### config.mk
export PLATFORM = sky130hd
export DESIGN_NAME = three_axis_window_average_check_top_flat
export DESIGN_NICKNAME = d
export VERILOG_FILES = /design/src/rtl/core/twac_pkg.sv /design/src/rtl/core/twac_ifs.sv /design/src/rtl/core/three_axis_window_average_check_top.sv /design/src/rtl/core/twac_limit_regs.sv /design/src/rtl/core/twac_axis.sv /design/src/flat_wrapper.sv
export SDC_FILE = /design/constraint.sdc
export NUM_CORES = 2
export LEC_CHECK = 0
export BUFFER_PORTS_ARGS = -buffer_cell sky130_fd_sc_hd__buf_2
export CORE_UTILIZATION = 25
export DETAILED_ROUTE_END_ITERATION = 8
export PLACE_DENSITY = 0.43
export SKIP_LAST_GASP = 1
export SLEW_MARGIN = 20
export SYNTH_ARGS = -nofsm -noshare
export SYNTH_HDL_FRONTEND = slang
export SYNTH_HIERARCHICAL = 1
export SYNTH_SLANG_ARGS = --single-unit
### constraint.sdc
create_clock -name clk -period 10.03 [get_ports clk]
set_clock_uncertainty 0.15 [all_clocks]
set_input_delay 1.003 -clock clk [delete_from_list [all_inputs] [get_ports clk]]
set_output_delay 1.003 -clock clk [all_outputs]
set_load 0.01 [all_outputs]
### src/rtl/core/twac_pkg.sv
// Shared types and constants for the three-axis window average check.
// No dependencies; compile first.
package twac_pkg;

	localparam int SAMPLE_W   = 16;
	localparam int WINDOW_DEF = 20;

	localparam int NUM_AXES = 3;
	localparam int AXIS_X   = 0;
	localparam int AXIS_Y   = 1;
	localparam int AXIS_Z   = 2;

	localparam int CFG_IDX_W  = 3;
	localparam int CFG_DATA_W = 16;

	typedef logic [CFG_IDX_W-1:0] cfg_idx_t;

	localparam cfg_idx_t REG_X_LOW  = 3'd0;
	localparam cfg_idx_t REG_X_HIGH = 3'd1;
	localparam cfg_idx_t REG_Y_LOW  = 3'd2;
	localparam cfg_idx_t REG_Y_HIGH = 3'd3;
	localparam cfg_idx_t REG_Z_LOW  = 3'd4;
	localparam cfg_idx_t REG_Z_HIGH = 3'd5;

	// Limit reset values, signed Q8.8
	localparam int X_LOW_RST  = -3840;
	localparam int X_HIGH_RST = 3840;
	localparam int Y_LOW_RST  = -1280;
	localparam int Y_HIGH_RST = 1280;
	localparam int Z_LOW_RST  = -512;
	localparam int Z_HIGH_RST = 512;

	typedef logic signed [SAMPLE_W-1:0] sample_t;
	typedef logic [1:0] status_t;

	localparam status_t STAT_OK    = 2'd0;
	localparam status_t STAT_X_OUT = 2'd1;
	localparam status_t STAT_Y_OUT = 2'd2;
	localparam status_t STAT_Z_OUT = 2'd3;

	// Ring control: load captures a new sample and its old slot value,
	// commit retires the stage-1 sample into the ring and the running sum.
	typedef struct packed {
		logic load;
		logic commit;
	} ring_ctl_t;

endpackage

### src/rtl/core/twac_ifs.sv
// Channel interfaces: sample input and status output, valid/ready.
// Depends on twac_pkg.
interface twac_sample_if;
	import twac_pkg::*;

	logic    valid;
	logic    ready;
	sample_t sample_x;
	sample_t sample_y;
	sample_t sample_z;

	modport source (output valid, output sample_x, output sample_y, output sample_z,
		input ready);
	modport sink (input valid, input sample_x, input sample_y, input sample_z,
		output ready);
endinterface

interface twac_status_if;
	import twac_pkg::*;

	logic    valid;
	logic    ready;
	status_t axis_status;

	modport source (output valid, output axis_status, input ready);
	modport sink (input valid, input axis_status, output ready);
endinterface

### src/rtl/core/three_axis_window_average_check_top.sv
// Three-axis window average check, top level.
// Depends on twac_pkg, twac_ifs, twac_limit_regs and twac_axis.
//
// Takes one x/y/z accelerometer sample (signed Q8.8) per transfer and
// returns one axis_status per sample: 0 when the mean of the last WINDOW
// samples of every axis lies strictly between that axis's low and high
// limits, else 1, 2 or 3 for the first failing axis in x, y, z order.
// Until WINDOW samples have arrived the missing entries count as zero
// and the mean is still taken over WINDOW entries. A sample transfer can
// be taken every cycle while the output is not stalled; each sample passes
// the stage-1 register, where the old ring entry is read from each axis
// memory, and its status is then held in the status register. The rings
// clear through per-entry valid bits, so the block is ready right after
// reset with no clearing sweep. Limits are written
// through cfg_we/cfg_idx/cfg_wdata (0 x low, 1 x high, 2 y low, 3 y high,
// 4 z low, 5 z high; other indexes are dropped) and are meant to change
// only while the block is idle.
module three_axis_window_average_check_top #(
	parameter int WINDOW = twac_pkg::WINDOW_DEF
) (
	input  logic                            clk,
	input  logic                            arst_n,
	twac_sample_if.sink                     samples,
	twac_status_if.source                   status,
	input  logic                            cfg_we,
	input  twac_pkg::cfg_idx_t              cfg_idx,
	input  logic [twac_pkg::CFG_DATA_W-1:0] cfg_wdata
);
	import twac_pkg::*;

	localparam int SUM_W  = SAMPLE_W + $clog2(WINDOW);
	localparam int SLOT_W = $clog2(WINDOW);
	localparam logic [SLOT_W-1:0] LAST_SLOT = SLOT_W'(WINDOW - 1);

	logic                    in_xfer;
	logic                    s1_valid_s1;
	logic                    s1_adv;
	logic [SLOT_W-1:0]       slot_q;
	ring_ctl_t               ring_ctl;
	logic [NUM_AXES-1:0]     fail;
	status_t                 status_nxt;
	status_t                 status_q;
	logic                    out_valid_q;
	logic signed [SUM_W-1:0] lo_lim [NUM_AXES];
	logic signed [SUM_W-1:0] hi_lim [NUM_AXES];
	sample_t                 axis_sample [NUM_AXES];

	// Stage 1 moves on whenever the status register is empty or being drained,
	// so a new sample can come in while a finished status still waits.
	assign s1_adv        = s1_valid_s1 && (!out_valid_q || status.ready);
	assign samples.ready = !s1_valid_s1 || s1_adv;
	assign in_xfer       = samples.valid && samples.ready;

	assign ring_ctl.load   = in_xfer;
	assign ring_ctl.commit = s1_adv;

	assign axis_sample[AXIS_X] = samples.sample_x;
	assign axis_sample[AXIS_Y] = samples.sample_y;
	assign axis_sample[AXIS_Z] = samples.sample_z;

	// Advance the ring write slot once per accepted sample, wrap at WINDOW.
	always_ff @(posedge clk or negedge arst_n) begin
		if (!arst_n) begin
			slot_q      <= '0;
			s1_valid_s1 <= 1'b0;
		end else begin
			if (in_xfer) begin
				slot_q <= (slot_q == LAST_SLOT) ? '0 : slot_q + 1'b1;
			end
			if (in_xfer) begin
				s1_valid_s1 <= 1'b1;
			end else if (s1_adv) begin
				s1_valid_s1 <= 1'b0;
			end
		end
	end

	twac_limit_regs #(
		.WINDOW (WINDOW)
	) u_limits (
		.clk       (clk),
		.arst_n    (arst_n),
		.cfg_we    (cfg_we),
		.cfg_idx   (cfg_idx),
		.cfg_wdata (cfg_wdata),
		.lo_lim    (lo_lim),
		.hi_lim    (hi_lim)
	);

	for (genvar a = 0; a < NUM_AXES; a++) begin : g_axis
		twac_axis #(
			.WINDOW (WINDOW)
		) u_axis (
			.clk          (clk),
			.arst_n       (arst_n),
			.ctl          (ring_ctl),
			.slot         (slot_q),
			.sample       (axis_sample[a]),
			.lo_lim       (lo_lim[a]),
			.hi_lim       (hi_lim[a]),
			.out_of_range (fail[a])
		);
	end

	// Report the first failing axis in x, y, z order.
	always_comb begin
		if (fail[AXIS_X]) begin
			status_nxt = STAT_X_OUT;
		end else if (fail[AXIS_Y]) begin
			status_nxt = STAT_Y_OUT;
		end else if (fail[AXIS_Z]) begin
			status_nxt = STAT_Z_OUT;
		end else begin
			status_nxt = STAT_OK;
		end
	end

	// Hold the status until the sink takes the transfer.
	always_ff @(posedge clk or negedge arst_n) begin
		if (!arst_n) begin
			out_valid_q <= 1'b0;
		end else if (s1_adv) begin
			out_valid_q <= 1'b1;
		end else if (status.ready) begin
			out_valid_q <= 1'b0;
		end
	end

	always_ff @(posedge clk) begin
		if (s1_adv) begin
			status_q <= status_nxt;
		end
	end

	assign status.valid       = out_valid_q;
	assign status.axis_status = status_q;

endmodule

### src/rtl/core/twac_limit_regs.sv
// Limit register file: holds each limit pre-scaled by the window length.
// Depends on twac_pkg.
module twac_limit_regs #(
	parameter int WINDOW = twac_pkg::WINDOW_DEF,
	localparam int SUM_W = twac_pkg::SAMPLE_W + $clog2(WINDOW)
) (
	input  logic                           clk,
	input  logic                           arst_n,
	input  logic                           cfg_we,
	input  twac_pkg::cfg_idx_t             cfg_idx,
	input  logic [twac_pkg::CFG_DATA_W-1:0] cfg_wdata,
	output logic signed [SUM_W-1:0]        lo_lim [twac_pkg::NUM_AXES],
	output logic signed [SUM_W-1:0]        hi_lim [twac_pkg::NUM_AXES]
);
	import twac_pkg::*;

	localparam logic signed [SUM_W-1:0] WIN_S = SUM_W'(WINDOW);

	logic signed [SUM_W-1:0] lo_q [NUM_AXES];
	logic signed [SUM_W-1:0] hi_q [NUM_AXES];
	logic signed [SUM_W-1:0] wdata_ext;
	logic signed [SUM_W-1:0] wdata_scaled;

	// limit * WINDOW always fits in SUM_W bits
	assign wdata_ext    = SUM_W'(signed'(cfg_wdata));
	assign wdata_scaled = wdata_ext * WIN_S;

	always_ff @(posedge clk or negedge arst_n) begin
		if (!arst_n) begin
			lo_q[AXIS_X] <= SUM_W'(X_LOW_RST * WINDOW);
			hi_q[AXIS_X] <= SUM_W'(X_HIGH_RST * WINDOW);
			lo_q[AXIS_Y] <= SUM_W'(Y_LOW_RST * WINDOW);
			hi_q[AXIS_Y] <= SUM_W'(Y_HIGH_RST * WINDOW);
			lo_q[AXIS_Z] <= SUM_W'(Z_LOW_RST * WINDOW);
			hi_q[AXIS_Z] <= SUM_W'(Z_HIGH_RST * WINDOW);
		end else if (cfg_we) begin
			unique case (cfg_idx)
				REG_X_LOW:  lo_q[AXIS_X] <= wdata_scaled;
				REG_X_HIGH: hi_q[AXIS_X] <= wdata_scaled;
				REG_Y_LOW:  lo_q[AXIS_Y] <= wdata_scaled;
				REG_Y_HIGH: hi_q[AXIS_Y] <= wdata_scaled;
				REG_Z_LOW:  lo_q[AXIS_Z] <= wdata_scaled;
				REG_Z_HIGH: hi_q[AXIS_Z] <= wdata_scaled;
				default: ;
			endcase
		end
	end

	assign lo_lim = lo_q;
	assign hi_lim = hi_q;

endmodule

### src/rtl/core/twac_axis.sv
// One axis: sample ring memory with per-entry valid bits, running sum
// and the exclusive window test. Depends on twac_pkg.
module twac_axis #(
	parameter int WINDOW  = twac_pkg::WINDOW_DEF,
	localparam int SUM_W  = twac_pkg::SAMPLE_W + $clog2(WINDOW),
	localparam int SLOT_W = $clog2(WINDOW)
) (
	input  logic                    clk,
	input  logic                    arst_n,
	input  twac_pkg::ring_ctl_t     ctl,
	input  logic [SLOT_W-1:0]       slot,
	input  twac_pkg::sample_t       sample,
	input  logic signed [SUM_W-1:0] lo_lim,
	input  logic signed [SUM_W-1:0] hi_lim,
	output logic                    out_of_range
);
	import twac_pkg::*;

	sample_t                 mem [WINDOW];
	logic [WINDOW-1:0]       vld_q;
	sample_t                 sample_s1;
	sample_t                 old_raw_s1;
	logic                    old_vld_s1;
	logic [SLOT_W-1:0]       slot_s1;
	logic signed [SUM_W-1:0] sum_q;
	logic signed [SUM_W-1:0] new_ext;
	logic signed [SUM_W-1:0] old_ext;
	logic signed [SUM_W-1:0] sum_nxt;

	// Load and commit never touch the same slot (WINDOW >= 2).
	always_ff @(posedge clk) begin
		if (ctl.load) begin
			old_raw_s1 <= mem[slot];
			old_vld_s1 <= vld_q[slot];
			sample_s1  <= sample;
			slot_s1    <= slot;
		end
		if (ctl.commit) begin
			mem[slot_s1] <= sample_s1;
		end
	end

	always_ff @(posedge clk or negedge arst_n) begin
		if (!arst_n) begin
			vld_q <= '0;
			sum_q <= '0;
		end else if (ctl.commit) begin
			vld_q[slot_s1] <= 1'b1;
			sum_q          <= sum_nxt;
		end
	end

	// An entry never written reads as zero.
	assign new_ext = SUM_W'(sample_s1);
	assign old_ext = old_vld_s1 ? SUM_W'(old_raw_s1) : '0;
	assign sum_nxt = sum_q + new_ext - old_ext;

	assign out_of_range = !((sum_nxt > lo_lim) && (sum_nxt < hi_lim));

endmodule

### src/flat_wrapper.sv
// flat-port wrapper written by rule: the top's interface ports become plain ports
module three_axis_window_average_check_top_flat import twac_pkg::*;
#(
	parameter int WINDOW = twac_pkg::WINDOW_DEF
)
  (clk, arst_n, cfg_we, cfg_idx, cfg_wdata, samples_valid, samples_sample_x, samples_sample_y, samples_sample_z, samples_ready, status_valid, status_axis_status, status_ready);
  twac_sample_if samples_i ();
  twac_status_if status_i ();
  input  logic clk;
  input  logic arst_n;
  input  logic cfg_we;
  input  twac_pkg::cfg_idx_t cfg_idx;
  input  logic [twac_pkg::CFG_DATA_W-1:0] cfg_wdata;
  input wire logic [$bits(samples_i.valid)-1:0] samples_valid;
  input wire logic [$bits(samples_i.sample_x)-1:0] samples_sample_x;
  input wire logic [$bits(samples_i.sample_y)-1:0] samples_sample_y;
  input wire logic [$bits(samples_i.sample_z)-1:0] samples_sample_z;
  output wire logic [$bits(samples_i.ready)-1:0] samples_ready;
  output wire logic [$bits(status_i.valid)-1:0] status_valid;
  output wire logic [$bits(status_i.axis_status)-1:0] status_axis_status;
  input wire logic [$bits(status_i.ready)-1:0] status_ready;
  assign samples_i.valid = samples_valid;
  assign samples_i.sample_x = samples_sample_x;
  assign samples_i.sample_y = samples_sample_y;
  assign samples_i.sample_z = samples_sample_z;
  assign samples_ready = samples_i.ready;
  assign status_valid = status_i.valid;
  assign status_axis_status = status_i.axis_status;
  assign status_i.ready = status_ready;
  three_axis_window_average_check_top #(.WINDOW(WINDOW)) u_core (.clk(clk), .arst_n(arst_n), .samples(samples_i), .status(status_i), .cfg_we(cfg_we), .cfg_idx(cfg_idx), .cfg_wdata(cfg_wdata));
endmodule
==> results.tsv <==
stage	metric	value	unit
drt	Iter 0 DRT Violations	2306	
synthesis	synth unique cells	87	
setup_path	type of origin of the critical path	flip-flop	
synthesis	Syn. warnings	6	
setup_path	flop2flop setup slack	3990	ps
drt	wire length per cell	22.2	um
placement	HPWL after DPL	95000	um
drt	1st-pass router iterations	5	
run	max_cap viols	0	
setup_path	CP Cell Sequence	inv_1, fa_1, inv_1, ha_1, a21oi_1, nand3_1, a22oi_1, a31oi_1, a21oi_1, xor3_1, ha_1, nand3_1, nor3_1, o211ai_1, o211ai_1, or3_1, nand4_1, a21o_1	
clocking	root buf cell	clkbuf_16	
clocking	worst skew pair latency	810	ps
floorplanning	number of top-level pins	76	
timing	Pins Over Slew Limit	0	
clocking	Reg clk slew, reported paths	60	ps
finish	# nets final	4176	
drt	number of routed nets with antenna violations	0	
setup_path	worst setup path class	reg2reg	
setup_path	CP Capture Point	u_core/status.axis_status[0]$_SDFFCE_PP1P_	
clocking	post-CTS setup buffers	0	
power	Leakage	24.5	nW
clocking	clk buf depth	3	
global_routing	vias in the first global route	33100	
floorplanning	die area	0.239	mm2
setup_path	critical path buffer and inverter count	2	
global_routing	GRT overflow	0	
setup_path	Critical-path top delay cell	edfxtp_1	
finish	fillers	23400	
synthesis	syn_area_per_cell	16.1	um2
timing	setup violators final	0	
setup_path	critical path's top delay family	compound AO/OA/AOI/OAI gates	
clocking	Post-CTS Hold Buffers	0	
finish	most frequent cells in the layout	edfxtp_1, inv_1, mux4_2	
synthesis	Synth Register Bits	1320	
setup_path	critical path depth	18	
synthesis	Syn Inst Count	3673	
finish	share of cells above drive strength 1	0.239	
global_routing	Total Routing Usage GR	0.133	
synthesis	Synth Area in XOR/XNOR	0.0100	
synthesis	Synth Area in Adders	0.0668	
timing	hold slack	31.5	ps
placement	count of input and output buffers	75	
drt	Routed WL	157000	um
synthesis	Post-synth ARST share	0.185	
setup_path	CP max FO	21	
drt	DR vias	31400	
clocking	CTS tree	yes	
setup_path	Critical Path RT	10400	ps
timing	final worst-path cycle share	0.602	
floorplanning	Placeable Area	0.235	mm2
placement	placed instance count	6823	
timing	TNS Setup	0	ps
timing	final hold vios	0	
setup_path	R2R Path End	u_core/status.axis_status[0]$_SDFFCE_PP1P_	
global_routing	largest net degree at the start of global routing	97	
synthesis	Syn Std Cell Area	0.0593	mm2
synthesis	Post-synth EDFFs	1076	
synthesis	post-synthesis simple-gate area fraction	0.0504	
setup_path	slowest stage delay, CP	770	ps
power	worst vdd ir	0.282	mV
timing	Relative slew margins	0.252	
setup_path	Worst setup EP type	flip-flop	
setup_path	WP data arrival	6410	ps
setup_path	CP Launch Point	u_core/g_axis[2].u_axis/sample_s1[3]$_DFFE_PP_	
power	PnR Total Power	0.0241	W
synthesis	register area share after synthesis	0.649	
finish	leading cell type in the layout, fill and taps excluded	edfxtp_1	
synthesis	Most used DFF post-synth	edfxtp_1	
floorplanning	row cnt	178	
setup_path	RR Startpoint	u_core/g_axis[2].u_axis/sample_s1[3]$_DFFE_PP_	
global_routing	first-pass GRT wire length	232000	um
timing	Final Critical Period	6040	ps
clocking	post-CTS sizing	0	
floorplanning	die height	489	um
timing	Fmax	166	MHz
drt	DRC	0	
floorplanning	Initial Util	0.252	
finish	P&R area growth vs syn	15.9	%
worst_hold_path	Hold/Removal Path Class	in2async	
placement	Placer Congestion	0.778	
clocking	CTS buffer count	149	
timing	RSZ-0062 raised after global routing	false	
clocking	H-tree Lvls	4	
synthesis	mux share of post-synthesis cell area	0.137	
timing	Worst Tran Pin Value	1120	ps
setup_path	reg2reg path depth	18	
outcome	status	finished clean	
floorplanning	die span in x	489	um
drt	Vias/cell	4.43	
synthesis	Synth Area in Compound Gates	0.0497	
global_routing	initial antenna violation count	15	
power	Power Density	350	mW/mm2
finish	Finished Layout Cells	7097	
synthesis	largest family of logic cells by synthesized area	multiplexers	
clocking	CTS Sinks	1320	
through the flow:
step,instance area (um2),util,worst slack (ps)
after floorplan,59300,-,5090
after global placement,63700,0.271,4230
after detailed placement,63800,0.271,4020
after CTS,68700,0.292,3980
after global routing,68700,0.292,3580
final,68700,0.292,3990
registers in the layout (all words and copies together), names as in the netlist:
| name | cells |
|---|---|
| u_core/g_axis.u_axis/mem | 960 |
| u_core/g_axis.u_axis/old_raw_s1 | 48 |
| u_core/g_axis.u_axis/old_vld_s1 | 3 |
| u_core/g_axis.u_axis/sample_s1 | 48 |
| u_core/g_axis.u_axis/slot_s1 | 15 |
| u_core/g_axis.u_axis/sum_q | 63 |
| u_core/g_axis.u_axis/vld_q | 60 |
| u_core/s1_valid_s1 | 1 |
| u_core/slot_q | 5 |
| u_core/status.axis_status | 2 |
| u_core/status.valid | 1 |
| u_core/u_limits/hi_lim | 57 |
| u_core/u_limits/lo_lim | 57 |
cell families after synthesis:
logic type | after synthesis
fa+ha+maj | 280
other cells | 1
simple gates | 604
xor+xnor | 66
compound gates | 464
buf+inv | 525
flops | 1320
mux | 413
how the worst min path moves through the flow:
stage / start / to / slack (ps)
2_1_floorplan: u_core/g_axis[0].u_axis/vld_q[10]$_DFFE_PN0P_ / u_core/g_axis[0].u_axis/vld_q[10]$_DFFE_PN0P_ / 280
3_3_place_gp: u_core/g_axis[2].u_axis/vld_q[18]$_DFFE_PN0P_ / u_core/g_axis[2].u_axis/vld_q[18]$_DFFE_PN0P_ / 300
3_5_place_dp: u_core/g_axis[1].u_axis/vld_q[14]$_DFFE_PN0P_ / u_core/g_axis[1].u_axis/vld_q[14]$_DFFE_PN0P_ / 300
4_1_cts: arst_n / u_core/g_axis[2].u_axis/sum_q[19]$_DFFE_PN0P_ / 4
5_1_grt: arst_n / u_core/g_axis[2].u_axis/sum_q[18]$_DFFE_PN0P_ / 40
6_report: arst_n / u_core/g_axis[2].u_axis/sum_q[17]$_DFFE_PN0P_ / 30
Yosys cell counts, types with 18 or more instances:
library cell,number,share of area
nor2_1,131,0.0083
xnor2_1,37,0.0055
edfxtp_1,1076,0.54
clkbuf_1,69,0.0044
or2_2,64,0.0068
a21o_1,52,0.0066
o21ai_0,144,0.012
and2_1,53,0.0056
o31ai_1,18,0.0023
nand4_1,28,0.0030
mux4_2,306,0.12
nand2_1,183,0.012
dfrtp_1,209,0.088
dfstp_2,35,0.016
xor2_1,28,0.0041
mux2_2,100,0.019
fa_1,61,0.021
o21a_1,18,0.0023
ha_1,219,0.046
nand3_1,42,0.0035
inv_1,392,0.025
buf_2,25,0.0021
a21oi_1,103,0.0087
layer usage:
layer / part of all wire / global-route usage / wire [um]
met1: 0.47 / 0.185 / 73600
met2: 0.47 / 0.212 / 73700
met3: 0.039 / 0.0213 / 6190
met4: 0.024 / 0.0389 / 3840
met5: 0.00015 / 0 / 23
layout make-up:
| cell class | count | area (um2) | area share |
|---|---|---|---|
| antenna | 6 | 15.0 | 0.000218 |
| tap | 3150 | 3940 | 0.0573 |
| inverter | 392 | 1480 | 0.0215 |
| timing repair buffer | 122 | 776 | 0.0113 |
| clock buffer | 189 | 4040 | 0.0587 |
| multi-input combinational | 1839 | 19100 | 0.278 |
| clock inverter | 79 | 927 | 0.0135 |
| sequential | 1320 | 38500 | 0.560 |
power by group:
| group | total (W) | leakage (nW) | internal, W | switching, W |
|---|---|---|---|---|
| registers | 0.00710 | 12.7 | 0.00663 | 0.000466 |
| clock network | 0.00557 | 2.41 | 0.00326 | 0.00231 |
| logic | 0.0114 | 9.48 | 0.00500 | 0.00642 |
| total | 0.0241 | 24.5 | 0.0149 | 0.00920 |
Power figures use the tool's default switching activity.
